## config.mk

```make
export PLATFORM = sky130hd
export DESIGN_NAME = bba_ctrl
export DESIGN_NICKNAME = d
export VERILOG_FILES = /design/src/rtl/core/bba_pkg.sv /design/src/rtl/core/bba_ctrl.sv
export SDC_FILE = /design/constraint.sdc
export NUM_CORES = 1
export LEC_CHECK = 0
export ABC_AREA = 1
export BUFFER_PORTS_ARGS = -buffer_cell sky130_fd_sc_hd__buf_4
export CORE_UTILIZATION = 38
export CTS_CLUSTER_SIZE = 40
export DETAILED_ROUTE_END_ITERATION = 16
export PLACE_DENSITY = 0.75
export REMOVE_ABC_BUFFERS = 1
export SETUP_SLACK_MARGIN = 0.3
export SYNTH_ARGS = -nofsm -noshare
export SYNTH_HDL_FRONTEND = slang
export SYNTH_SLANG_ARGS = --single-unit
```

## constraint.sdc

```tcl
create_clock -name clk -period 1.1 [get_ports clk]
set_input_delay 0 -clock clk [delete_from_list [all_inputs] [get_ports clk]]
set_output_delay 0 -clock clk [all_outputs]
set_load 0.05 [all_outputs]
```

## src/rtl/core/bba_pkg.sv

```systemverilog
// ----------------------------------------------------------------------------
// bba_pkg
// Shared types, constants and helpers for the buddy block allocator.
// ----------------------------------------------------------------------------
package bba_pkg;

  localparam int MEM_UNITS = 256;
  localparam int ADDR_W    = $clog2(MEM_UNITS);
  localparam int PTR_W     = ADDR_W + 1;
  localparam int ORD_W     = 4;
  localparam int OWNER_W   = 8;
  localparam int REQ_W     = 9;
  localparam int FRAG_W    = 9;
  localparam logic [ORD_W-1:0] MAX_ORDER = ORD_W'(ADDR_W);

  typedef enum logic [1:0] {
    ST_OK        = 2'd0,
    ST_NO_SPACE  = 2'd1,
    ST_NOT_FOUND = 2'd2
  } status_t;

  typedef enum logic [3:0] {
    S_IDLE,
    S_A_RD,
    S_A_CHK,
    S_SPLIT,
    S_F_RD,
    S_F_CHK,
    S_M_RD,
    S_M_CHK1,
    S_M_CHK2,
    S_DONE
  } state_t;

  // one entry of the block table, valid at block start addresses
  typedef struct packed {
    logic [ORD_W-1:0]   ord;
    logic               free;
    logic [OWNER_W-1:0] owner;
    logic [REQ_W-1:0]   req;
  } entry_t;

  typedef struct packed {
    logic load;
    logic ptr_clr;
    logic ptr_next;
    logic ptr_b;
    logic rd_ptr;
    logic rd_b;
    logic save_a;
    logic split_wr;
    logic take_wr;
    logic free_wr;
    logic merge_wr;
    logic set_nospace;
    logic set_notfound;
    logic out_load;
  } cmd_t;

  typedef struct packed {
    logic is_free_op;
    logic too_big;
    logic ptr_end;
    logic fit;
    logic split_more;
    logic owned;
    logic b_end;
    logic can_merge;
    logic out_busy;
  } sts_t;

  // smallest t with 2^t >= req, zero for a request of zero or one
  function automatic logic [ORD_W-1:0] round_order(input logic [REQ_W-1:0] req);
    logic [ORD_W-1:0] t;
    t = '0;
    for (int i = 0; i < REQ_W; i++) begin
      if (((REQ_W+1)'(1) << i) < {1'b0, req}) t = ORD_W'(i + 1);
    end
    return t;
  endfunction

  function automatic logic [ORD_W-1:0] sat_order(input logic [ORD_W-1:0] v);
    return (v > MAX_ORDER) ? MAX_ORDER : v;
  endfunction

endpackage

```

## src/rtl/core/bba_ctrl.sv

```systemverilog
// ----------------------------------------------------------------------------
// bba_ctrl
// Sequencer for allocate, free and buddy merge walks over the block table.
// ----------------------------------------------------------------------------
module bba_ctrl (
  input  logic            clk,
  input  logic            rst,
  input  logic            in_valid,
  output logic            in_ready,
  input  bba_pkg::sts_t   sts,
  output bba_pkg::cmd_t   cmd
);

  bba_pkg::state_t state, state_next;

  always_ff @(posedge clk) begin
    if (rst) begin
      state <= bba_pkg::S_IDLE;
    end else begin
      state <= state_next;
    end
  end

  always_comb begin
    state_next = state;
    unique case (state)
      bba_pkg::S_IDLE: begin
        if (in_valid) state_next = bba_pkg::S_A_RD;
      end
      bba_pkg::S_A_RD: begin
        if (sts.is_free_op) state_next = bba_pkg::S_F_RD;
        else if (sts.too_big || sts.ptr_end) state_next = bba_pkg::S_DONE;
        else state_next = bba_pkg::S_A_CHK;
      end
      bba_pkg::S_A_CHK: begin
        state_next = sts.fit ? bba_pkg::S_SPLIT : bba_pkg::S_A_RD;
      end
      bba_pkg::S_SPLIT: begin
        if (!sts.split_more) state_next = bba_pkg::S_DONE;
      end
      bba_pkg::S_F_RD: begin
        state_next = sts.ptr_end ? bba_pkg::S_M_RD : bba_pkg::S_F_CHK;
      end
      bba_pkg::S_F_CHK: begin
        state_next = sts.owned ? bba_pkg::S_M_RD : bba_pkg::S_F_RD;
      end
      bba_pkg::S_M_RD: begin
        state_next = sts.ptr_end ? bba_pkg::S_DONE : bba_pkg::S_M_CHK1;
      end
      bba_pkg::S_M_CHK1: begin
        state_next = sts.b_end ? bba_pkg::S_DONE : bba_pkg::S_M_CHK2;
      end
      bba_pkg::S_M_CHK2: begin
        state_next = bba_pkg::S_M_RD;
      end
      bba_pkg::S_DONE: begin
        if (!sts.out_busy) state_next = bba_pkg::S_IDLE;
      end
      default: state_next = bba_pkg::S_IDLE;
    endcase
  end

  always_comb begin
    cmd      = '0;
    in_ready = 1'b0;
    unique case (state)
      bba_pkg::S_IDLE: begin
        in_ready = 1'b1;
        cmd.load = in_valid;
      end
      bba_pkg::S_A_RD: begin
        if (!sts.is_free_op) begin
          if (sts.too_big || sts.ptr_end) cmd.set_nospace = 1'b1;
          else cmd.rd_ptr = 1'b1;
        end
      end
      bba_pkg::S_A_CHK: begin
        cmd.ptr_next = !sts.fit;
      end
      bba_pkg::S_SPLIT: begin
        cmd.split_wr = sts.split_more;
        cmd.take_wr  = !sts.split_more;
      end
      bba_pkg::S_F_RD: begin
        if (sts.ptr_end) begin
          cmd.set_notfound = 1'b1;
          cmd.ptr_clr      = 1'b1;
        end else begin
          cmd.rd_ptr = 1'b1;
        end
      end
      bba_pkg::S_F_CHK: begin
        cmd.free_wr  = sts.owned;
        cmd.ptr_clr  = sts.owned;
        cmd.ptr_next = !sts.owned;
      end
      bba_pkg::S_M_RD: begin
        cmd.rd_ptr = !sts.ptr_end;
      end
      bba_pkg::S_M_CHK1: begin
        cmd.save_a = 1'b1;
        cmd.rd_b   = !sts.b_end;
      end
      bba_pkg::S_M_CHK2: begin
        cmd.merge_wr = sts.can_merge;
        cmd.ptr_clr  = sts.can_merge;
        cmd.ptr_b    = !sts.can_merge;
      end
      bba_pkg::S_DONE: begin
        cmd.out_load = !sts.out_busy;
      end
      default: begin
        cmd = '0;
      end
    endcase
  end

endmodule

```

==> metrics, run 1 <==
status=did not finish; Last stage=5_1_grt; Error=[ERROR DPL-0038] Utilization greater than 100%, impossible to legalize; Worst End Pin Type=output port; share of the synthesized area in the top cell type=0.160; ys async rst share=0; post-synthesis xor/xnor area fraction=0; Mean Syn Cell Area=5.80 µm²; top cells by area, synth=dfxtp_1 16%, nand2_1 13%, inv_1 12%; Seq/Total Area, Yosys=0.160; Post-Synth Adder-Cell Area=0; clock net sink count=4; Num CTS Buffers=3; IO Pins=27; dpl hpwl=1170 µm; GR repair worst EP=cmd[9]; simple-gate share of the synthesized area=0.591; die width=38.2 µm; top post-synthesis cells by count=17 x nand2_1, 16 x inv_1, 12 x nor2_1; Unique masters post-synth=22; placed insts=139; largest family of logic cells by synthesized area=simple AND/OR/NAND/NOR gates; area of the mapped netlist=499 µm²; H-tree depth=1; Syn. warnings=0; Most used DFF post-synth=dfxtp_1; compound-cell area share of the yosys netlist=0.0777; Yosys reg bits=4; Initial Utilization=0.432; I/O Buffers=26; post-synthesis mux area share=0; CTS root buf=clkbuf_4; largest net degree at the start of global routing=7; Post-synth EDFFs=0; CTS Buffer Depth=2; Placed Area=810 µm²; largest area contributor in the netlist=dfxtp_1; Die Ht=38.2 µm; Mapped Cells=86; Core Rows=12; most common cell in the netlist=nand2_1; Final Wtd Congestion=0.837
-- stage by stage --
stage / util / setup TNS (ns) / worst slack (ns)
4_1_cts: 0.955 / -3.15 / -0.262
3_5_place_dp: 0.700 / -0.866 / -0.129
2_1_floorplan: - / -5.30 / -0.927
3_3_place_gp: 0.700 / -0.858 / -0.136
-- timing repair --
action / 4_1_cts
setup buffers: 11
endpoints found under the setup margin: 19
gates cloned: 0
resized for setup: 51
pin swaps: 10
hold buffers: 1
hold endpoints to repair: 2
-- kinds of logic after synthesis --
group / after synthesis
and+or+nand+nor: 55
DFF: 4
AOI/OAI and AO/OA: 6
buffers and inverters: 21
==> run 2, diff against run 1 <==
--- a/config.mk
+++ b/config.mk
@@ -7,12 +7,11 @@
 export LEC_CHECK = 0
 export ABC_AREA = 1
 export BUFFER_PORTS_ARGS = -buffer_cell sky130_fd_sc_hd__buf_4
-export CORE_UTILIZATION = 38
-export CTS_CLUSTER_SIZE = 40
+export CORE_AREA = 2 2 63 65
 export DETAILED_ROUTE_END_ITERATION = 16
-export PLACE_DENSITY = 0.75
+export DIE_AREA = 0 0 65 67
+export PLACE_DENSITY_LB_ADDON = 0.15
 export REMOVE_ABC_BUFFERS = 1
-export SETUP_SLACK_MARGIN = 0.3
 export SYNTH_ARGS = -nofsm -noshare
 export SYNTH_HDL_FRONTEND = slang
 export SYNTH_SLANG_ARGS = --single-unit
==> constraint.sdc (replaced) <==
create_clock -name clk -period 1.43 [get_ports clk]
set_input_delay 0 -clock clk [delete_from_list [all_inputs] [get_ports clk]]
set_output_delay 0 -clock clk [all_outputs]
set_load 0.05 [all_outputs]
==> run 2 against run 1 <==
Effect of this change: the flow now finishes without violations; area after synthesis did not move; synthesized cell count did not move.
==> metrics, run 2 <==
area of the mapped netlist=499 µm²; pwr dens=1840 nW/µm²; Worst-Margin Slew=0.268 ns; GRT Overall Usage=0.0739; max FFs per register=4; largest net degree at the start of global routing=7; worst slack, placed=0.0935 ns; Clk pin slew, worst setup/hold paths=0.03 ns; # nets final=136; status=finished clean; number of DRC markers in iteration 0=19; Syn-to-layout area delta=82.2%; most common cell in the netlist=nand2_1; H-tree depth=1; dpl hpwl=1370 µm; number of antenna violations at the first check in global routing=0; Worst path max stage delay=0.35 ns; Initial DRT Pass Iterations=4; CP arrival=1.38 ns; Mean Syn Cell Area=5.80 µm²; DRC Markers=0; Initial Utilization=0.138; Remaining Overflow, GRT=0; Die Ht=67 µm; FMAX=724 MHz; fin crit period=1.38 ns; setup TNS=0 ns; worst path buffer plus inverter count=2; Routed Antenna Nets=0; layout cells sized above 1=0.508; Post-synth EDFFs=0; ant diodes=0; cell mode on critical path=buf_6; die area=4360 µm²; Core Area=3610 µm²; simple-gate share of the synthesized area=0.591; RSZ-0062 raised after global routing=yes; CTS tree=yes; Mapped Cells=86; Final Cycle Share=0.965; I/O Buffers=26; ys async rst share=0; Pins Over Slew Limit=0; CTS Buffer Depth=2; first-pass GRT wire length=2540 µm; Final setup viols=0; vias in the first global route=595; Core Rows=22; worst-path cell chain=buf_6, nor2_4, nand2_4, nor3_4, nor2_2, nand2_1, buf_6; max_slew headroom=0.820; IO Pins=27; vias=641; Post-Synth Adder-Cell Area=0; Most used DFF post-synth=dfxtp_1; top post-synthesis cells by count=17 x nand2_1, 16 x inv_1, 12 x nor2_1; post-synthesis mux area share=0; Via density=3.77; Hold Path Class=primary input to flop; Final Wtd Congestion=0.766; Syn. warnings=0; Max VDD drop=0.853 mV; CP Class=flop to output port; clock net sink count=4; largest family of logic cells by synthesized area=simple AND/OR/NAND/NOR gates; post-synthesis xor/xnor area fraction=0; CTS root buf=clkbuf_8; die width=65 µm; Setup crit end kind=output port; share of the synthesized area in the top cell type=0.160; most flop-heavy register=state; final setup margin=0.0494 ns; Seq/Total Area, Yosys=0.160; most frequent cells in the layout=31 x buf_4, 17 x nand2_1, 16 x inv_1; Num CTS Buffers=3; hold slack=0.142 ns; Unique masters post-synth=22; drt total wl=1620 µm; skew final=0.00327 ns; largest area contributor in the netlist=dfxtp_1; drt wl/cell=9.51 µm; top cells by area, synth=dfxtp_1 16%, nand2_1 13%, inv_1 12%; compound-cell area share of the yosys netlist=0.0777; final hold viol count=0; biggest regs=state x4; critical path's top delay family=simple AND/OR/NAND/NOR gates; Clock Latency Late Sink=0.21 ns; Yosys reg bits=4; CP Launch Type=flop; total chip power=1.68 mW; max cap viols=0; Pleak=0.511 nW; most common cell after layout, fill and taps aside=buf_4; Slowest cell on crit path=dfxtp_4; CP max FO=5; Critical Path RT=1.43 ns
-- run 2: cell families (layout without fill, tap and decap cells) --
family	Yosys count	after routing
DFF	4	4
AOI/OAI and AO/OA	6	6
and+or+nand+nor	55	55
buffers and inverters	21	57
-- run 2: stage by stage --
stage                     area [µm²]   util  cells
after floorplan                  492      -     85
after global placement           754  0.209    160
after detailed placement         754  0.209    160
after CTS                        817  0.227    164
after global routing             910  0.252    170
final                            910  0.252    170
-- run 2: worst reg2reg max path: cells and delay by family (launching register included) --
family / cells / cell delay (ns)
AND/OR/NAND/NOR: 6 / 0.48
flip-flops: 1 / 0.39
buffers and inverters: 3 / 0.29
-- run 2: power breakdown --
part	switching, mW	total [mW]	internal, mW
Sequential	0.0814	0.250	0.169
Clock	0.0536	0.233	0.179
Combinational	0.766	1.20	0.429
Total	0.901	1.68	0.777
-- run 2: final timing paths --
check	depth (start not counted)	endpoint	startpoint	slack, ns
max	7	cmd[9]	state[1]	0.05
min	5	state[1]	sts[4]	0.14
max reg2reg	9	state[1]	state[2]	0.16
min reg2reg	2	state[3]	state[3]	0.63
-- run 2: routing by layer --
layer / vias up / share of wire / track usage / wire length [µm]
li1: 338 / - / - / -
met5: - / 0 / 0 / 0
met1: 284 / 0.44 / 0.0962 / 713
met2: 19 / 0.51 / 0.125 / 820
met4: 0 / 0 / 0.0239 / 0
met3: 0 / 0.050 / 0.0101 / 81
-- run 2: repair_timing --
item,CTS,global route
endpoints found under the setup margin,2,3
pin swaps,0,4
hold buffers,1,0
buffers inserted,0,6
resized for setup,4,14
endpoints found under the hold margin,2,0
-- run 2: cell type report --
type                       count  area [µm²]
clock buffer                   3        41.3
tap                           48        60.1
timing repair buffer          34         265
sequential                     4        92.6
multi-input combinational     61         370
inverter                      20        80.1
fill                         413        2700
Power figures use the tool's default switching activity.
==> run 3, diff against run 2 <==
--- a/config.mk
+++ b/config.mk
@@ -15,3 +15,4 @@
 export SYNTH_ARGS = -nofsm -noshare
 export SYNTH_HDL_FRONTEND = slang
 export SYNTH_SLANG_ARGS = --single-unit
+export TNS_END_PERCENT = 20
==> constraint.sdc (replaced) <==
create_clock -name clk -period 1.43 [get_ports clk]
set_input_delay 0 -clock clk [delete_from_list [all_inputs] [get_ports clk]]
set_output_delay 0 -clock clk [all_outputs]
set_load 0.01 [all_outputs]
==> run 3 against run 2 <==
Effect of this change: via count fell by 0.78%; sequential cell count stayed put; hold slack got worse by 0.019 ns; worst setup slack improved by 0.044 ns; cell count fell by 2.9%; fmax up 3.3%; critical path depth unchanged; routed wire length is 6.1% lower; sequential share of layout area rose by 0.36 points; clock skew rose by 0.0043 ns.
==> metrics, run 3 (synthesis gave the netlist of run 2 again) <==
footprint of the multi-input gates=344 µm²; drt wl/cell=9.19 µm; Syn-to-layout area delta=66.4%; Final Cycle Share=0.935; Critical Path RT=1.43 ns; setup TNS=0 ns; max cap viols=0; status=finished clean; skew final=0.00756 ns; number of DRC markers in iteration 0=23; pwr dens=1520 nW/µm²; DRC Markers=0; CP max FO=6; Core Rows=22; CTS tree=yes; H-tree depth=1; RSZ-0062 raised after global routing=no; most common cell after layout, fill and taps aside=buf_4; Slowest cell on crit path=dfxtp_2; clock net sink count=4; IO Pins=27; Initial DRT Pass Iterations=4; layout cells sized above 1=0.462; Initial Utilization=0.138; Hold Path Class=primary input to flop; die area=4360 µm²; number of antenna violations at the first check in global routing=0; cell mode on critical path=nand2_1; dpl hpwl=1300 µm; Setup crit end kind=output port; Final Wtd Congestion=0.763; biggest regs=state x4; Clock Latency Late Sink=0.22 ns; Worst-Margin Slew=0.247 ns; buffer count from post-CTS setup fixing=0; CP Launch Type=flop; FMAX=748 MHz; largest net degree at the start of global routing=7; GRT Overall Usage=0.0722; Via density=3.85; worst-path cell chain=inv_1, nand2_1, nor2_1, nand2_1, nand2_1, or2_1, buf_4; vias in the first global route=569; vias=636; most flop-heavy register=state; Pleak=0.474 nW; max_slew headroom=0.834; Remaining Overflow, GRT=0; CTS root buf=clkbuf_8; Num CTS Buffers=3; Pins Over Slew Limit=0; I/O Buffers=26; fin crit period=1.34 ns; drt total wl=1520 µm; Routed Antenna Nets=0; ant diodes=0; die width=65 µm; Final setup viols=0; first-pass GRT wire length=2450 µm; register area=87.6 µm²; max FFs per register=4; Core Area=3610 µm²; CP arrival=1.34 ns; fill cell count=411; Clk pin slew, worst setup/hold paths=0.04 ns; Max VDD drop=0.401 mV; # nets final=131; final hold viol count=0; Die Ht=67 µm; CP Class=flop to output port; total chip power=1.26 mW; CTS Buffer Depth=2; Worst path max stage delay=0.41 ns; most frequent cells in the layout=28 x buf_4, 17 x nand2_1, 16 x inv_1
run 3: cell types whose count changed in the layout (fill, tap and decap cells not counted):
cell	delta
buf_4	-3
buf_6	-2
dfxtp_2	+2
dfxtp_4	-2
nand2_2	+2
nand2_4	-2
nor2_1	+2
nor2_2	-2
inv_2	+1
inv_4	-1
nor3_1	+1
nor3_4	-1
run 3: cell type report:
type | instances | share of cell area
flip-flops and latches | 4 | 0.105
well taps | 48 | 0.0723
inverters | 20 | 0.0934
multi-input cells | 61 | 0.414
clock buffers | 3 | 0.0497
repair buffers | 29 | 0.265
run 3: final timing paths:
path	startpoint	end	slack, ns	depth (start not counted)
setup reg to reg	state[1]	state[1]	0.27	9
hold / removal	sts[4]	state[1]	0.12	5
setup / recovery	state[1]	cmd[12]	0.09	7
hold reg to reg	state[3]	state[3]	0.63	2
run 3: layer usage:
layer  track usage  vias up  wire length, µm
met5             0        -                0
li1              -      330                -
met3        0.0118        0              104
met4        0.0399        0                0
met2         0.119       25              749
met1        0.0893      281              663
run 3: metrics by stage:
step	utilization	area, µm²	cells	setup WS [ns]	hold slack (ns)
floorplan	-	492	85	0.252	0.0475
global placement	0.211	762	161	0.104	0.186
detailed placement	0.211	762	161	0.128	0.182
CTS	0.226	816	165	0.0267	0.131
global route	0.230	831	165	0.00316	0.134
finish	0.230	831	165	0.0931	0.123
run 3: critical path: cells and delay by family (launching register included):
family | cells | cell delay, ns
buffers and inverters | 2 | 0.20
DFF | 1 | 0.41
and+or+nand+nor | 5 | 0.50
run 3: what timing repair did:
item,4_1_cts,5_1_grt
resized for setup,2,5
setup endpoints to repair,1,3
hold endpoints to repair,2,0
hold buffers,1,0
run 3: power breakdown:
group,switching (mW),total [mW],internal [mW]
registers,0.0799,0.240,0.160
clock network,0.0588,0.238,0.179
logic,0.462,0.783,0.321
==> run 4, diff against run 3 <==
==> constraint.sdc (replaced) <==
create_clock -name clk -period 1.3 [get_ports clk]
set_input_delay 0 -clock clk [delete_from_list [all_inputs] [get_ports clk]]
set_output_delay 0 -clock clk [all_outputs]
set_load 0.01 [all_outputs]
==> run 4 against run 3 <==
Effect of this change: via count grew 5.2%; global-route usage grew 1.4 points; count of clock-buffer cells in the layout is the same; cell count grew 4.8%; final area grew 14%; sequential cell count is the same.
==> metrics, run 4 (synthesis gave the netlist of run 2 again) <==
Die Ht=67 µm; drt wl/cell=9.77 µm; Worst-Margin Slew=0.276 ns; number of DRC markers in iteration 0=21; biggest regs=state x4; drt total wl=1690 µm; vias=669; CTS Buffer Depth=2; I/O Buffers=26; Slowest cell on crit path=dfxtp_4; final hold viol count=0; Final Wtd Congestion=0.725; max_slew headroom=0.816; Initial DRT Pass Iterations=4; most flop-heavy register=state; Worst Hold Launch=sts[4]; Routed Antenna Nets=0; # nets final=139; status=finished clean; Critical Path RT=1.30 ns; CTS root buf=clkbuf_8; largest net degree at the start of global routing=7; die area=4360 µm²; number of antenna violations at the first check in global routing=0; Core Rows=22; Pleak=0.521 nW; GRT Overall Usage=0.0860; CP arrival=1.30 ns; Remaining Overflow, GRT=0; first-pass GRT wire length=2890 µm; Final Cycle Share=0.999; Placed Area=777 µm²; CTS tree=yes; clock net sink count=4; IO Pins=27; Initial Utilization=0.138; fin cells=173; Clk pin slew, worst setup/hold paths=0.03 ns; most frequent cells in the layout=33 x buf_4, 16 x inv_1, 16 x nand2_1; Pins Over Slew Limit=0; RSZ-0062 raised after global routing=yes; max cap viols=0; most common cell after layout, fill and taps aside=buf_4; dpl hpwl=1390 µm; skew final=0.00724 ns; CP Class=flop to output port; Num CTS Buffers=3; CP Launch Type=flop; CP Launch Point=state[2]; critical path's top delay family=simple AND/OR/NAND/NOR gates; Setup crit end kind=output port; Syn-to-layout area delta=90.2%; Crit Reg-Reg Startpoint=state[3]; worst path buffer plus inverter count=2; Max VDD drop=0.547 mV; layout cells sized above 1=0.544; ant diodes=0; Final setup viols=0; fin area=950 µm²; Core Area=3610 µm²; CP max FO=4; pwr dens=1750 nW/µm²; Worst path max stage delay=0.35 ns; placed insts=163; Hold Path Class=primary input to flop; Clock Latency Late Sink=0.22 ns; vias in the first global route=672; Via density=3.87; die width=65 µm; FMAX=770 MHz; DRC Markers=0; H-tree depth=1; worst-path cell chain=buf_6, nand2_4, nor2_1, nand2_1, nand2_1, or2_1, buf_6; fin crit period=1.30 ns; max FFs per register=4
## run 4: timing repair
action,CTS,global route
resized for setup,12,8
gates cloned,0,0
endpoints found under the setup margin,5,9
hold buffers,1,0
hold endpoints to repair,2,0
pin swaps,6,5
buffers inserted,5,1
## run 4: where the power goes
group	switching, mW	internal [mW]
Combinational	0.584	0.533
Clock	0.0656	0.197
Sequential	0.0888	0.190
## run 4: path summary, 6_finish.rpt
path / to / slack [ns] / depth (start not counted)
max: cmd[12] / 0.002 / 7
min: state[1] / 0.14 / 5
min reg2reg: state[3] / 0.63 / 2
max reg2reg: state[3] / 0.06 / 9
## run 4: metrics by stage
step	setup WS (ns)	TNS [ns]	total power, mW	hold slack, ns	util
finish	0.00158	0	1.66	0.141	0.263
global route	-0.0599	-0.195	1.81	0.163	0.263
CTS	0.00275	0	1.61	0.138	0.253
detailed placement	-0.00422	-0.00422	1.15	0.181	0.215
global placement	-0.0206	-0.0206	1.16	0.182	0.215
floorplan	0.122	0	0.789	0.0475	-
## run 4: worst reg2reg max path: cells and delay by family, from the launching register on
kind / cells / cell delay, ns
DFF: 1 / 0.36
and+or+nand+nor: 6 / 0.56
buffers and inverters: 2 / 0.16
AOI/OAI and AO/OA: 1 / 0.05
## run 4: cell type report
cell class	instances	area, µm²
Timing Repair Buffer	37	300
Inverter	20	77.6
Tap cell	48	60.1
Fill cell	409	2660
Sequential cell	4	95.1
Multi-Input combinational cell	61	375
Clock buffer	3	41.3
## run 4: per-layer routing
layer / vias up / part of all wire / global-route usage
met5: - / 0 / 0
met4: 0 / 0.015 / 0.0239
met3: 2 / 0.069 / 0.0304
met2: 22 / 0.49 / 0.142
met1: 302 / 0.43 / 0.105
li1: 343 / - / -
